--- config.mk ---
export PLATFORM = sky130hd
export DESIGN_NAME = lz77d_front_flat
export DESIGN_NICKNAME = d
export VERILOG_FILES = /design/src/rtl/lz77d_pkg.sv /design/src/rtl/lz77d_ifs.sv /design/src/rtl/lz77d_front.sv /design/src/flat_wrapper.sv
export SDC_FILE = /design/constraint.sdc
export NUM_CORES = 1
export LEC_CHECK = 0
export ABC_AREA = 1
export BUFFER_PORTS_ARGS = -buffer_cell sky130_fd_sc_hd__buf_2
export CORE_ASPECT_RATIO = 1.1
export CORE_MARGIN = 2
export CORE_UTILIZATION = 40
export CTS_CLUSTER_SIZE = 25
export DETAILED_ROUTE_END_ITERATION = 10
export SLEW_MARGIN = 25
export SYNTH_ARGS = -nofsm -noshare
export SYNTH_HDL_FRONTEND = slang
export SYNTH_SLANG_ARGS = --single-unit
--- constraint.sdc ---
create_clock -name i_clk -period 9.1 [get_ports i_clk]
set_input_delay 0.91 -clock i_clk [delete_from_list [all_inputs] [get_ports i_clk]]
set_output_delay 0.91 -clock i_clk [all_outputs]
set_load 0.03 [all_outputs]
--- src/rtl/lz77d_pkg.sv ---
// ---------------------------------------------------------------------------
// lz77d_pkg - shared types and constants of the token-stream decompressor
// codes for input modes, result status and parser phases, plus the job record
// ---------------------------------------------------------------------------
package lz77d_pkg;

    // input item modes
    localparam logic [1:0] MODE_BYTE  = 2'd0;
    localparam logic [1:0] MODE_DRAIN = 2'd1;
    localparam logic [1:0] MODE_END   = 2'd2;

    // result status codes
    localparam logic [1:0] ST_RUN     = 2'd0;
    localparam logic [1:0] ST_DONE    = 2'd1;
    localparam logic [1:0] ST_CORRUPT = 2'd2;
    localparam logic [1:0] ST_REFUSED = 2'd3;

    // parser phases
    localparam logic [2:0] PH_TOK_LO  = 3'd0;
    localparam logic [2:0] PH_TOK_HI  = 3'd1;
    localparam logic [2:0] PH_LIT_VAR = 3'd2;
    localparam logic [2:0] PH_MAT_VAR = 3'd3;
    localparam logic [2:0] PH_LITS    = 3'd4;
    localparam logic [2:0] PH_COPY    = 3'd5;
    localparam logic [2:0] PH_DONE    = 3'd6;

    localparam int WINDOW_DEPTH_DEF = 4096;
    // low bits of the output position carried per job, enough for the largest window
    localparam int POS_W       = 16;
    localparam int QUEUE_DEPTH = 2;
    localparam int EXP_W       = 32;
    localparam int CNT_W       = 33;
    localparam int OFF_W       = 12;

    typedef struct packed {
        logic             emit;
        logic             is_copy;
        logic [7:0]       lit_byte;
        logic [POS_W-1:0] wpos;
        logic [POS_W-1:0] rpos;
        logic             copy_pending;
        logic [1:0]       status;
    } t_job;

endpackage

--- src/rtl/lz77d_ifs.sv ---
// ---------------------------------------------------------------------------
// lz77d channel interfaces
// valid/ready channels for compressed input items and decompressed results
// ---------------------------------------------------------------------------
interface lz77d_in_if;
    logic       valid;
    logic       ready;
    logic [1:0] mode;
    logic [7:0] in_byte;

    modport source (output valid, output mode, output in_byte, input ready);
    modport sink   (input valid, input mode, input in_byte, output ready);
endinterface


--- src/rtl/lz77d_front.sv ---
// ---------------------------------------------------------------------------
// lz77d_front - token parser
// takes one input transaction per cycle while the queue has room, tracks token
// state and counts, and turns each into a job for the history/output side
// ---------------------------------------------------------------------------
module lz77d_front (
    input  logic                         i_clk,
    input  logic                         i_rst_n,
    input  logic                         i_cfg_we,
    input  logic [lz77d_pkg::EXP_W-1:0]  i_cfg_wdata,
    lz77d_in_if.sink                     i_item,
    input  logic                         i_q_full,
    output logic                         o_push,
    output lz77d_pkg::t_job              o_job
);
    localparam int CW = lz77d_pkg::CNT_W;
    localparam int OW = lz77d_pkg::OFF_W;

    typedef struct packed {
        logic          err;
        logic [2:0]    phase;
        logic [CW-1:0] match;
    } t_fin;

    logic [2:0]    r_phase,    n_phase;
    logic [7:0]    r_tok_lo,   n_tok_lo;
    logic [1:0]    r_ext,      n_ext;
    logic [31:0]   r_acc,      n_acc;
    logic [2:0]    r_shift,    n_shift;
    logic [CW-1:0] r_lit,      n_lit;
    logic [CW-1:0] r_match,    n_match;
    logic [OW-1:0] r_off,      n_off;
    logic [CW-1:0] r_prod,     n_prod;
    logic [OW-1:0] r_psmall,   n_psmall;
    logic [CW-1:0] r_room,     n_room;
    logic [lz77d_pkg::EXP_W-1:0] r_expected, n_expected;
    logic          r_err,      n_err;

    logic          accept;
    logic [7:0]    b;
    logic [4:0]    sh;
    logic [31:0]   part;
    logic [31:0]   acc_f;
    logic [2:0]    shift_inc;
    logic [15:0]   tv;
    logic [CW-1:0] lit_tmp;
    logic [CW-1:0] mat_tmp;
    logic          emit;
    t_fin          fin;

    // token checks made once all its counts are known
    function automatic t_fin finish(input logic [CW-1:0] lit, input logic [CW-1:0] mat,
                                    input logic [OW-1:0] off, input logic [CW-1:0] room,
                                    input logic [OW-1:0] psmall);
        t_fin          f;
        logic [OW:0]   reach;
        logic          off_bad;
        logic          mat_bad;
        reach   = {1'b0, psmall} + {1'b0, lit[OW-1:0]};
        off_bad = (lit[CW-1:OW] == '0) && ({1'b0, off} > reach);
        mat_bad = mat > (room - lit);
        f.match = (off != '0) ? mat : '0;
        f.err   = (lit > room) || ((off != '0) && (off_bad || mat_bad));
        if (lit != '0) begin
            f.phase = lz77d_pkg::PH_LITS;
        end else if (f.match != '0) begin
            f.phase = lz77d_pkg::PH_COPY;
        end else begin
            f.phase = lz77d_pkg::PH_TOK_LO;
        end
        return f;
    endfunction

    assign accept       = i_item.valid && i_item.ready;
    assign i_item.ready = !i_q_full;
    assign o_push       = accept;
    assign b            = i_item.in_byte;

    // varint group placement, bits past 31 fall off
    assign sh        = 5'(r_shift) * 5'd7;
    assign part      = {25'd0, b[6:0]} << sh;
    assign acc_f     = r_acc | part;
    assign shift_inc = r_shift + 3'd1;
    assign tv        = {b, r_tok_lo};

    always_comb begin
        n_phase    = r_phase;
        n_tok_lo   = r_tok_lo;
        n_ext      = r_ext;
        n_acc      = r_acc;
        n_shift    = r_shift;
        n_lit      = r_lit;
        n_match    = r_match;
        n_off      = r_off;
        n_prod     = r_prod;
        n_psmall   = r_psmall;
        n_room     = r_room;
        n_expected = r_expected;
        n_err      = r_err;
        emit       = 1'b0;
        lit_tmp    = '0;
        mat_tmp    = '0;
        fin        = '0;

        o_job              = '0;
        o_job.wpos         = r_prod[lz77d_pkg::POS_W-1:0];
        o_job.rpos         = r_prod[lz77d_pkg::POS_W-1:0] - lz77d_pkg::POS_W'(r_off);
        o_job.status       = lz77d_pkg::ST_RUN;

        if (accept && !r_err && r_phase != lz77d_pkg::PH_DONE) begin
            unique case (i_item.mode)
                lz77d_pkg::MODE_END: begin
                    if (r_phase == lz77d_pkg::PH_TOK_LO && r_prod == CW'(r_expected)) begin
                        n_phase = lz77d_pkg::PH_DONE;
                    end else begin
                        n_err = 1'b1;
                    end
                end
                lz77d_pkg::MODE_DRAIN: begin
                    if (r_phase == lz77d_pkg::PH_COPY) begin
                        emit          = 1'b1;
                        o_job.is_copy = 1'b1;
                        n_match       = r_match - CW'(1);
                        if (r_match == CW'(1)) begin
                            n_phase = lz77d_pkg::PH_TOK_LO;
                        end
                    end
                end
                lz77d_pkg::MODE_BYTE: begin
                    unique case (r_phase)
                        lz77d_pkg::PH_TOK_LO: begin
                            if (r_room != '0) begin
                                n_tok_lo = b;
                                n_phase  = lz77d_pkg::PH_TOK_HI;
                            end
                        end
                        lz77d_pkg::PH_TOK_HI: begin
                            n_ext   = {tv[1:0] == 2'b11, tv[15:14] == 2'b11};
                            n_off   = tv[13:2];
                            lit_tmp = n_ext[0] ? '0 : CW'(tv[15:14]);
                            mat_tmp = n_ext[1] ? '0 : CW'(tv[1:0]) + CW'(3);
                            n_lit   = lit_tmp;
                            n_match = mat_tmp;
                            n_acc   = '0;
                            n_shift = '0;
                            if (n_ext[0]) begin
                                n_phase = lz77d_pkg::PH_LIT_VAR;
                            end else if (n_ext[1]) begin
                                n_phase = lz77d_pkg::PH_MAT_VAR;
                            end else begin
                                fin     = finish(lit_tmp, mat_tmp, tv[13:2], r_room, r_psmall);
                                n_err   = fin.err;
                                n_match = fin.match;
                                n_phase = fin.phase;
                            end
                        end
                        lz77d_pkg::PH_LIT_VAR, lz77d_pkg::PH_MAT_VAR: begin
                            if (!b[7]) begin
                                n_acc   = '0;
                                n_shift = '0;
                                if (r_phase == lz77d_pkg::PH_LIT_VAR) begin
                                    lit_tmp = CW'(acc_f) + CW'(3);
                                    n_lit   = lit_tmp;
                                    if (r_ext[1]) begin
                                        n_phase = lz77d_pkg::PH_MAT_VAR;
                                    end else begin
                                        fin     = finish(lit_tmp, r_match, r_off, r_room,
                                                         r_psmall);
                                        n_err   = fin.err;
                                        n_match = fin.match;
                                        n_phase = fin.phase;
                                    end
                                end else begin
                                    mat_tmp = CW'(acc_f) + CW'(6);
                                    fin     = finish(r_lit, mat_tmp, r_off, r_room, r_psmall);
                                    n_err   = fin.err;
                                    n_match = fin.match;
                                    n_phase = fin.phase;
                                end
                            end else begin
                                n_acc   = acc_f;
                                n_shift = shift_inc;
                                if (shift_inc >= 3'd5) begin
                                    n_err = 1'b1;
                                end
                            end
                        end
                        lz77d_pkg::PH_LITS: begin
                            emit           = 1'b1;
                            o_job.lit_byte = b;
                            n_lit          = r_lit - CW'(1);
                            if (r_lit == CW'(1)) begin
                                n_phase = (r_match != '0) ? lz77d_pkg::PH_COPY
                                                          : lz77d_pkg::PH_TOK_LO;
                            end
                        end
                        lz77d_pkg::PH_COPY: begin
                            o_job.status = lz77d_pkg::ST_REFUSED;
                        end
                        default: begin
                        end
                    endcase
                end
                default: begin
                end
            endcase
        end

        if (emit) begin
            n_prod   = r_prod + CW'(1);
            n_psmall = (r_psmall != '1) ? r_psmall + OW'(1) : r_psmall;
            n_room   = (r_room != '0) ? r_room - CW'(1) : r_room;
        end

        // corrupt stream drops every pending byte
        if (n_err) begin
            n_lit   = '0;
            n_match = '0;
        end

        if (n_err) begin
            o_job.status   = lz77d_pkg::ST_CORRUPT;
            o_job.emit     = 1'b0;
            o_job.is_copy  = 1'b0;
            o_job.lit_byte = '0;
        end else begin
            o_job.emit = emit;
            if (n_phase == lz77d_pkg::PH_DONE) begin
                o_job.status = lz77d_pkg::ST_DONE;
            end
        end
        o_job.copy_pending = !n_err && (n_phase == lz77d_pkg::PH_COPY);

        if (i_cfg_we) begin
            n_expected = i_cfg_wdata;
            n_room     = (CW'(i_cfg_wdata) > r_prod) ? CW'(i_cfg_wdata) - r_prod : '0;
        end
    end

    always_ff @(posedge i_clk) begin
        if (!i_rst_n) begin
            r_phase    <= lz77d_pkg::PH_TOK_LO;
            r_tok_lo   <= '0;
            r_ext      <= '0;
            r_acc      <= '0;
            r_shift    <= '0;
            r_lit      <= '0;
            r_match    <= '0;
            r_off      <= '0;
            r_prod     <= '0;
            r_psmall   <= '0;
            r_room     <= '0;
            r_expected <= '0;
            r_err      <= 1'b0;
        end else begin
            r_phase    <= n_phase;
            r_tok_lo   <= n_tok_lo;
            r_ext      <= n_ext;
            r_acc      <= n_acc;
            r_shift    <= n_shift;
            r_lit      <= n_lit;
            r_match    <= n_match;
            r_off      <= n_off;
            r_prod     <= n_prod;
            r_psmall   <= n_psmall;
            r_room     <= n_room;
            r_expected <= n_expected;
            r_err      <= n_err;
        end
    end
endmodule

--- src/flat_wrapper.sv ---
// flat-port wrapper written by rule: the top's interface ports become plain ports
module lz77d_front_flat 
  (i_clk, i_rst_n, i_cfg_we, i_cfg_wdata, i_q_full, o_push, o_job, i_item_valid, i_item_mode, i_item_in_byte, i_item_ready);
  lz77d_in_if i_item_i ();
  input  logic i_clk;
  input  logic i_rst_n;
  input  logic i_cfg_we;
  input  logic [lz77d_pkg::EXP_W-1:0] i_cfg_wdata;
  input  logic i_q_full;
  output logic o_push;
  output lz77d_pkg::t_job o_job;
  input wire logic [$bits(i_item_i.valid)-1:0] i_item_valid;
  input wire logic [$bits(i_item_i.mode)-1:0] i_item_mode;
  input wire logic [$bits(i_item_i.in_byte)-1:0] i_item_in_byte;
  output wire logic [$bits(i_item_i.ready)-1:0] i_item_ready;
  assign i_item_i.valid = i_item_valid;
  assign i_item_i.mode = i_item_mode;
  assign i_item_i.in_byte = i_item_in_byte;
  assign i_item_ready = i_item_i.ready;
  lz77d_front u_core (.i_clk(i_clk), .i_rst_n(i_rst_n), .i_cfg_we(i_cfg_we), .i_cfg_wdata(i_cfg_wdata), .i_item(i_item_i), .i_q_full(i_q_full), .o_push(o_push), .o_job(o_job));
endmodule
==> implementation parameters, run 1 <==
Parameter                              Value

Synth
  Number of flip-flops and latches in the synthesized netlist ... 236
  Largest family of logic cells by synthesized area ... simple AND/OR/NAND/NOR gates
  Area share of the leading cell type in the synthesized netlist ... 18.41%
  Synthesized net count ... 4,328
  Number of warnings issued by yosys ... 0
  Fraction of the mapped netlist area in compound gates ... 19.38%
  Main area contributors after synthesis ... sky130_fd_sc_hd__dfxtp_1 (18%), sky130_fd_sc_hd__ha_1 (13%), sky130_fd_sc_hd__nand2_1 (10%)
  Average cell area after synthesis ... 6.394 um2
  Sequential area share after synthesis ... 18.41%
  Fraction of registers with async set/reset ... 0%
  Fraction of the mapped netlist area in adder cells ... 13.36%
  Multiplexer area fraction after synthesis ... 0%
  Post-synth design cell area ... 0.02566 mm2
  Xor and xnor area share after synthesis ... 7.602%
  Post-synthesis simple-gate area fraction ... 31.04%
  Post-synthesis cell type count ... 62
  Post-synth EDFFs ... 0
  Flip-flop cell with the highest count after synthesis ... sky130_fd_sc_hd__dfxtp_1
  Cell taking the most area after synthesis ... sky130_fd_sc_hd__dfxtp_1
  Cells after synthesis ... 4,013

Global route
  Total track usage ... 27.95%
  Most used routing layer in global routing ... met2
  Pin count of the biggest net entering global routing ... 67
  Grt met1 use ... 37.31%
  GR met3 Demand/Resource ... 2.628%
  Met2 usage ... 46.35%
  Number of global-route vias before repair ... 25,569
  Initial antenna violation count ... 2
  First-pass GRT wire length ... 146,700 um
  Overflow left after global routing ... 0

Drt
  Number of optimization iterations in the first detailed-route pass ... 6
  Post-DR vias/cell ... 5.528
  Total wire length ... 95,330 um
  WL/cell ... 19.21 um
  Final routed DRC violation total ... 0
  Count of vias placed by the detailed router ... 27,430
  Number of DRC violations after detailed-routing iteration 0 ... 2,186
  Antenna viol nets, final ... 0

Floorplanning
  Die outline width ... 245.5 um
  Core ar. ... 0.06360 mm2
  IO Count ... 94
  Height of the die ... 269.6 um
  Starting utilization of the core area ... 40.35%
  Std cell rows ... 97
  Total Die Area ... 0.06620 mm2

Setup path
  CP max stage delay ... 0.60 ns
  Reg2Reg Launch Point ... u_core.r_shift[2]
  Family with the most delay on the worst path ... simple AND/OR/NAND/NOR gates
  Largest fanout on the critical path ... 5
  Library cell appearing most often on the critical path ... sky130_fd_sc_hd__nand2_1
  Arrival time reported for the critical path endpoint ... 7.86 ns
  Req. time, crit path ... 8.19 ns
  Setup crit start kind ... flip-flop
  Worst-path cell with the longest stage delay ... sky130_fd_sc_hd__fa_2
  Type of destination of the critical path ... primary output
  Type of the worst setup path ... flip-flop to primary output
  Source of the critical timing path ... u_core.r_shift[2]
  Count of buffering cells on the critical path with inverters included ... 8

CTS
  Total CTS buffers ... 31
  Worst-Skew Late Latency ... 0.61 ns
  Worst-case clock buffer depth ... 3
  Number of clock sinks seen by CTS ... 236
  Number of levels the H-tree was split into ... 1
  CTS tree ... done
  Clock-pin slew on the worst setup and hold paths ... 0.07 ns
  Cell at the root of the clock tree ... sky130_fd_sc_hd__clkbuf_16
  Post-cts hold buffer count ... 0

Timing
  Final slew viol count ... 0
  Relative slew slack ... 35.20%
  Final worst path period share ... 96.40%
  Max frequency ... 114.0 MHz
  Final clock skew ... 0.03147 ns
  Final hold viol count ... 0
  Final hold slack ... 0.4709 ns
  Final-report setup violation count ... 0
  Post-layout minimum cycle time ... 8.773 ns
  Worst-margin pin slew ... 0.9646 ns

Final layout
  Number of nets in the final layout ... 4,414
  Synthesis-to-layout area growth ... 12.89%
  Layout cell share with drive strength beyond 1 ... 11.60%
  Summed area of non-filler cells in the final layout ... 0.02897 mm2
  Fill count ... 6,761

Power
  Static Leak ... 12.84 nW
  Total chip power ... 0.003591 W
  Pwr Density ... 124.0 mW/mm2
  Max rail drop VDD ... 157.0 uV

Place
  Detailed Place HPWL ... 76,060 um
  Gp weighted congestion ... 1.003
  Count of port buffers added during placement ... 93
  Dpl cell area ... 0.02692 mm2

Outcome
  Result of the run ... finished, final reports clean

Job
  Max-capacitance violation count ... 0

Min path
  Startpoint of the lowest-slack hold path ... u_core.r_acc[18]
  Path class of the lowest-slack min-delay path ... flip-flop to flip-flop
## cells by family after synthesis
family,after synthesis
AO/OA/AOI/OAI,863
XOR/XNOR,221
adder cells (fa/ha/maj),268
buffers and inverters,650
flip-flops,236
AND/OR/NAND/NOR,1775
## path summary, 6_finish.rpt
check	end	slack [ns]	depth (start not counted)
worst min register to register	u_core.r_acc[18]	0.47	2
worst max register to register	u_core.r_match[16]	1.38	55
worst max-delay path	o_job[2]	0.33	55
worst min-delay path	u_core.r_acc[18]	0.47	2
## final cells by class
| type | instances | area (um2) | share of cell area [%] |
|---|---|---|---|
| multi-input cells | 3127 | 18980 | 65.53 |
| clock buffers | 40 | 829.5 | 2.864 |
| well taps | 841 | 1052 | 3.633 |
| inverters | 529 | 2001 | 6.907 |
| repair inverters | 1 | 7.507 | 0.02592 |
| diodes | 1 | 2.502 | 0.008639 |
| clock inverters | 14 | 241.5 | 0.8336 |
| repair buffers | 173 | 1120 | 3.866 |
| flip-flops and latches | 236 | 4731 | 16.33 |
## cells in the mapped netlist (35+ instances only)
| cell | count |
|---|---|
| sky130_fd_sc_hd__a21oi_1 | 323 |
| sky130_fd_sc_hd__clkbuf_1 | 86 |
| sky130_fd_sc_hd__dfxtp_1 | 236 |
| sky130_fd_sc_hd__ha_1 | 258 |
| sky130_fd_sc_hd__inv_1 | 511 |
| sky130_fd_sc_hd__nand2_1 | 707 |
| sky130_fd_sc_hd__nand2_2 | 35 |
| sky130_fd_sc_hd__nand3_1 | 232 |
| sky130_fd_sc_hd__nand4_1 | 67 |
| sky130_fd_sc_hd__nor2_1 | 501 |
| sky130_fd_sc_hd__nor3_1 | 89 |
| sky130_fd_sc_hd__o211ai_1 | 36 |
| sky130_fd_sc_hd__o21ai_0 | 300 |
| sky130_fd_sc_hd__o221ai_1 | 40 |
| sky130_fd_sc_hd__xnor2_1 | 59 |
| sky130_fd_sc_hd__xor2_1 | 160 |
## flip-flops by register name, summed over array words and instances (netlist names), 8 cells and up, named ones only
| name | count |
|---|---|
| u_core.r_lit | 33 |
| u_core.r_match | 33 |
| u_core.r_prod | 33 |
| u_core.r_room | 33 |
| u_core.r_acc | 32 |
| u_core.r_expected | 32 |
| u_core.r_off | 12 |
| u_core.r_psmall | 12 |
| u_core.r_tok_lo | 8 |
## power by group
part | internal, W | leakage [nW] | switching, W
sequential | 0.00106 | 1.92 | 0.0000598
clock | 0.000810 | 0.513 | 0.000515
combinational | 0.000408 | 10.4 | 0.000736
total | 0.00228 | 12.8 | 0.00131
## worst reg2reg max path: cells and delay by family, from the launching register on
kind                     cells  cell delay [ns]
AO/OA/AOI/OAI                8             1.03
buffers and inverters        9             1.12
AND/OR/NAND/NOR             31             2.84
XOR/XNOR                     1             0.19
adder cells (fa/ha/maj)      6             2.04
flip-flops                   1             0.36
## cell usage in the layout, fill, tap and decap left out, types with 36 or more instances in the layout
cell                       instances
sky130_fd_sc_hd__inv_1           502
sky130_fd_sc_hd__xor2_1          157
sky130_fd_sc_hd__nor2_2           37
sky130_fd_sc_hd__nor2_4           40
sky130_fd_sc_hd__buf_2            91
sky130_fd_sc_hd__o221ai_1         39
sky130_fd_sc_hd__ha_1            239
sky130_fd_sc_hd__nor2_1          486
sky130_fd_sc_hd__buf_4            76
sky130_fd_sc_hd__nand4_1          67
sky130_fd_sc_hd__dfxtp_1         233
sky130_fd_sc_hd__o21ai_0         289
sky130_fd_sc_hd__nand2_2          61
sky130_fd_sc_hd__a21oi_1         313
sky130_fd_sc_hd__nand2_1         676
sky130_fd_sc_hd__nand3_1         225
sky130_fd_sc_hd__nor3_1           85
sky130_fd_sc_hd__xnor2_1          58
sky130_fd_sc_hd__o211ai_1         36
## layer usage
metal / vias up / routed length, um
met1: 12715 / 42060
met3: 170 / 5758
met5: - / 0
li1: 13668 / -
met2: 877 / 43360
met4: 0 / 4152
## stage by stage
stage	cells	setup slack, ns	util [%]	TNS, ns
2_1_floorplan	4013	0.7619	-	0
3_3_place_gp	4869	0.4659	42.32	0
3_5_place_dp	4869	0.3208	42.32	0
4_1_cts	4926	0.008145	44.14	0
5_1_grt	4961	-0.04054	45.55	-0.06126
6_report	4962	0.3273	45.55	0
## timing repair
| action | 4_1_cts | 5_1_grt |
|---|---|---|
| gates resized for setup | 15 | 145 |
| endpoints found under the setup margin | 3 | 3 |
| hold endpoints to repair | 0 | 0 |
| pin swaps | 1 | 54 |
| cloned | 0 | 1 |
| setup buffers | 3 | 34 |
(Power assumes the default switching activity.)
==> run 2: changes to the inputs <==
Clock period 9.1 ns to 9.6 ns, I/O delays scaled along.
==> run 2 against run 1 <==
  * Register-to-register slack better by 0.04 ns
  * Die area unchanged
  * Sequential cell count did not move
  * Critical path depth is 10 lower
  * Combinational power down 9.6%
  * Critical path type unchanged
  * Critical endpoint is now o_job[0]
==> implementation parameters, run 2 (synthesis results as in run 1) <==
Parameter                              Value

Outcome
  Result of the run ... finished, final reports clean

Final layout
  Layout cell share with drive strength beyond 1 ... 8.904%
  # diodes ... 0
  Summed area of non-filler cells in the final layout ... 0.02825 mm2
  Synthesis-to-layout area growth ... 10.10%
  Top library cells by usage in the layout, fill and taps aside ... sky130_fd_sc_hd__nand2_1 (706), sky130_fd_sc_hd__inv_1 (508), sky130_fd_sc_hd__nor2_1 (496), sky130_fd_sc_hd__a21oi_1 (319), sky130_fd_sc_hd__o21ai_0 (296)
  Fill count ... 6,845
  Most common library cell in the layout ignoring fill and taps ... sky130_fd_sc_hd__nand2_1
  Post-route non-filler standard cell count ... 4,918
  Number of nets in the final layout ... 4,370

CTS
  Worst-case clock buffer depth ... 3
  CTS tree ... done
  Cell at the root of the clock tree ... sky130_fd_sc_hd__clkbuf_16
  Post-cts hold buffer count ... 0
  Number of clock sinks seen by CTS ... 236
  Worst-Skew Late Latency ... 0.57 ns
  Clock-pin slew on the worst setup and hold paths ... 0.05 ns
  Number of levels the H-tree was split into ... 2
  Total CTS buffers ... 34

Drt
  WL/cell ... 19.45 um
  Total wire length ... 95,680 um
  Number of DRC violations after detailed-routing iteration 0 ... 2,094
  Count of vias placed by the detailed router ... 27,044
  Post-DR vias/cell ... 5.499
  Antenna viol nets, final ... 0
  Number of optimization iterations in the first detailed-route pass ... 6
  Final routed DRC violation total ... 0

Place
  Count of port buffers added during placement ... 93
  Placed Instances ... 4,856
  Gp weighted congestion ... 0.9845
  Dpl cell area ... 0.02682 mm2
  Detailed Place HPWL ... 76,190 um
  Setup WS pre-CTS ... 0.2906 ns

Min path
  Path class of the lowest-slack min-delay path ... flip-flop to flip-flop
  Startpoint of the lowest-slack hold path ... u_core.r_acc[18]
  WHS Path Cells ... 2
  Worst Hold Path EP ... u_core.r_acc[18]

Setup path
  CP max stage delay ... 0.54 ns
  Number of cells on the worst reg-to-reg path ... 45
  Type of destination of the critical path ... primary output
  Req. time, crit path ... 8.64 ns
  Setup crit start kind ... flip-flop
  Largest fanout on the critical path ... 19
  Reg2Reg Launch Point ... u_core.r_shift[0]
  Arrival time reported for the critical path endpoint ... 8.08 ns
  Count of buffering cells on the critical path with inverters included ... 7
  Family with the most delay on the worst path ... simple AND/OR/NAND/NOR gates
  RR Endpoint ... u_core.r_match[15]
  Reg2Reg Setup Slack ... 1.42 ns
  Worst-path cell with the longest stage delay ... sky130_fd_sc_hd__fa_1
  Type of the worst setup path ... flip-flop to primary output
  Library cell appearing most often on the critical path ... sky130_fd_sc_hd__nand2_1

Global route
  Overflow left after global routing ... 0
  First-pass GRT wire length ... 147,500 um
  Total track usage ... 28.29%
  Pin count of the biggest net entering global routing ... 61
  Number of global-route vias before repair ... 25,278
  Initial antenna violation count ... 0

Power
  Total chip power ... 0.003460 W
  Static Leak ... 12.62 nW
  Pwr Density ... 122.5 mW/mm2
  Max rail drop VDD ... 107.7 uV

Floorplanning
  Std cell rows ... 97
  Core ar. ... 0.06360 mm2
  Total Die Area ... 0.06620 mm2
  IO Count ... 94
  Height of the die ... 269.6 um
  Die outline width ... 245.5 um
  Starting utilization of the core area ... 40.35%

Timing
  Worst-margin pin slew ... 0.9386 ns
  Final clock skew ... 0.03018 ns
  Post-layout minimum cycle time ... 9.036 ns
  Max frequency ... 110.7 MHz
  Setup slack after layout ... 0.5639 ns
  Final hold viol count ... 0
  Relative slew slack ... 37.35%
  Final slew viol count ... 0
  Final worst path period share ... 94.13%
  Final-report setup violation count ... 0

Job
  Max-capacitance violation count ... 0
[run 2: where the power goes]
part           switching [W]  total (W)  internal, W
combinational       0.000675    0.00103     0.000357
sequential         0.0000541    0.00106      0.00101
clock               0.000527    0.00137     0.000839
total                0.00126    0.00346      0.00220
[run 2: area by class of cell]
type / instances / area, um2 / share of cell area, %
Clock buffer: 41 / 948.4 / 3.357
Clock inverter: 17 / 245.2 / 0.8680
Inverter: 529 / 1997 / 7.068
Multi-Input combinational cell: 3127 / 18550 / 65.64
Sequential cell: 236 / 4725 / 16.72
Tap cell: 841 / 1052 / 3.724
Timing Repair Buffer: 127 / 740.7 / 2.622
[run 2: worst max path at each step]
stage	start	end	slack (ns)	cells after the start
after CTS	u_core.r_shift[1]	o_job[0]	0.03	53
final	u_core.r_shift[0]	o_job[0]	0.56	45
after global placement	u_core.r_shift[2]	o_job[0]	0.48	49
after floorplan	u_core.r_shift[0]	o_job[0]	1.21	53
after global routing	u_core.r_shift[0]	o_job[0]	-0.05	46
after detailed placement	u_core.r_shift[1]	o_job[0]	0.29	49
[run 2: timing repair]
item | in CTS | in global routing
setup buffers | 0 | 4
resized for setup | 4 | 42
endpoints found under the setup margin | 3 | 3
gates cloned | 0 | 0
pin swaps | 0 | 5
endpoints found under the hold margin | 0 | 0
[run 2: layer usage]
layer	GRT usage, %	vias to the layer above	wire length [um]
li1	-	13585	-
met1	37.53	12451	42630
met2	46.66	832	43740
met3	3.334	176	5329
met4	10.72	0	3978
met5	0	-	0
[run 2: worst register-to-register path, delay by kind of cell (launching register included)]
family | cells | cell delay [ns]
AO/OA/AOI/OAI | 6 | 1.28
XOR/XNOR | 1 | 0.16
adder cells (fa/ha/maj) | 5 | 1.84
buffers and inverters | 7 | 1.37
flip-flops | 1 | 0.32
AND/OR/NAND/NOR | 26 | 3.14
[run 2: metrics by stage]
| step | hold slack (ns) | utilization (%) | setup TNS, ns |
|---|---|---|---|
| 2_1_floorplan | 0.4448 | - | 0 |
| 3_3_place_gp | 0.4593 | 42.17 | 0 |
| 3_5_place_dp | 0.4583 | 42.17 | 0 |
| 4_1_cts | 0.4711 | 44.08 | 0 |
| 5_1_grt | 0.4870 | 44.43 | -0.1023 |
| 6_report | 0.4718 | 44.43 | 0 |
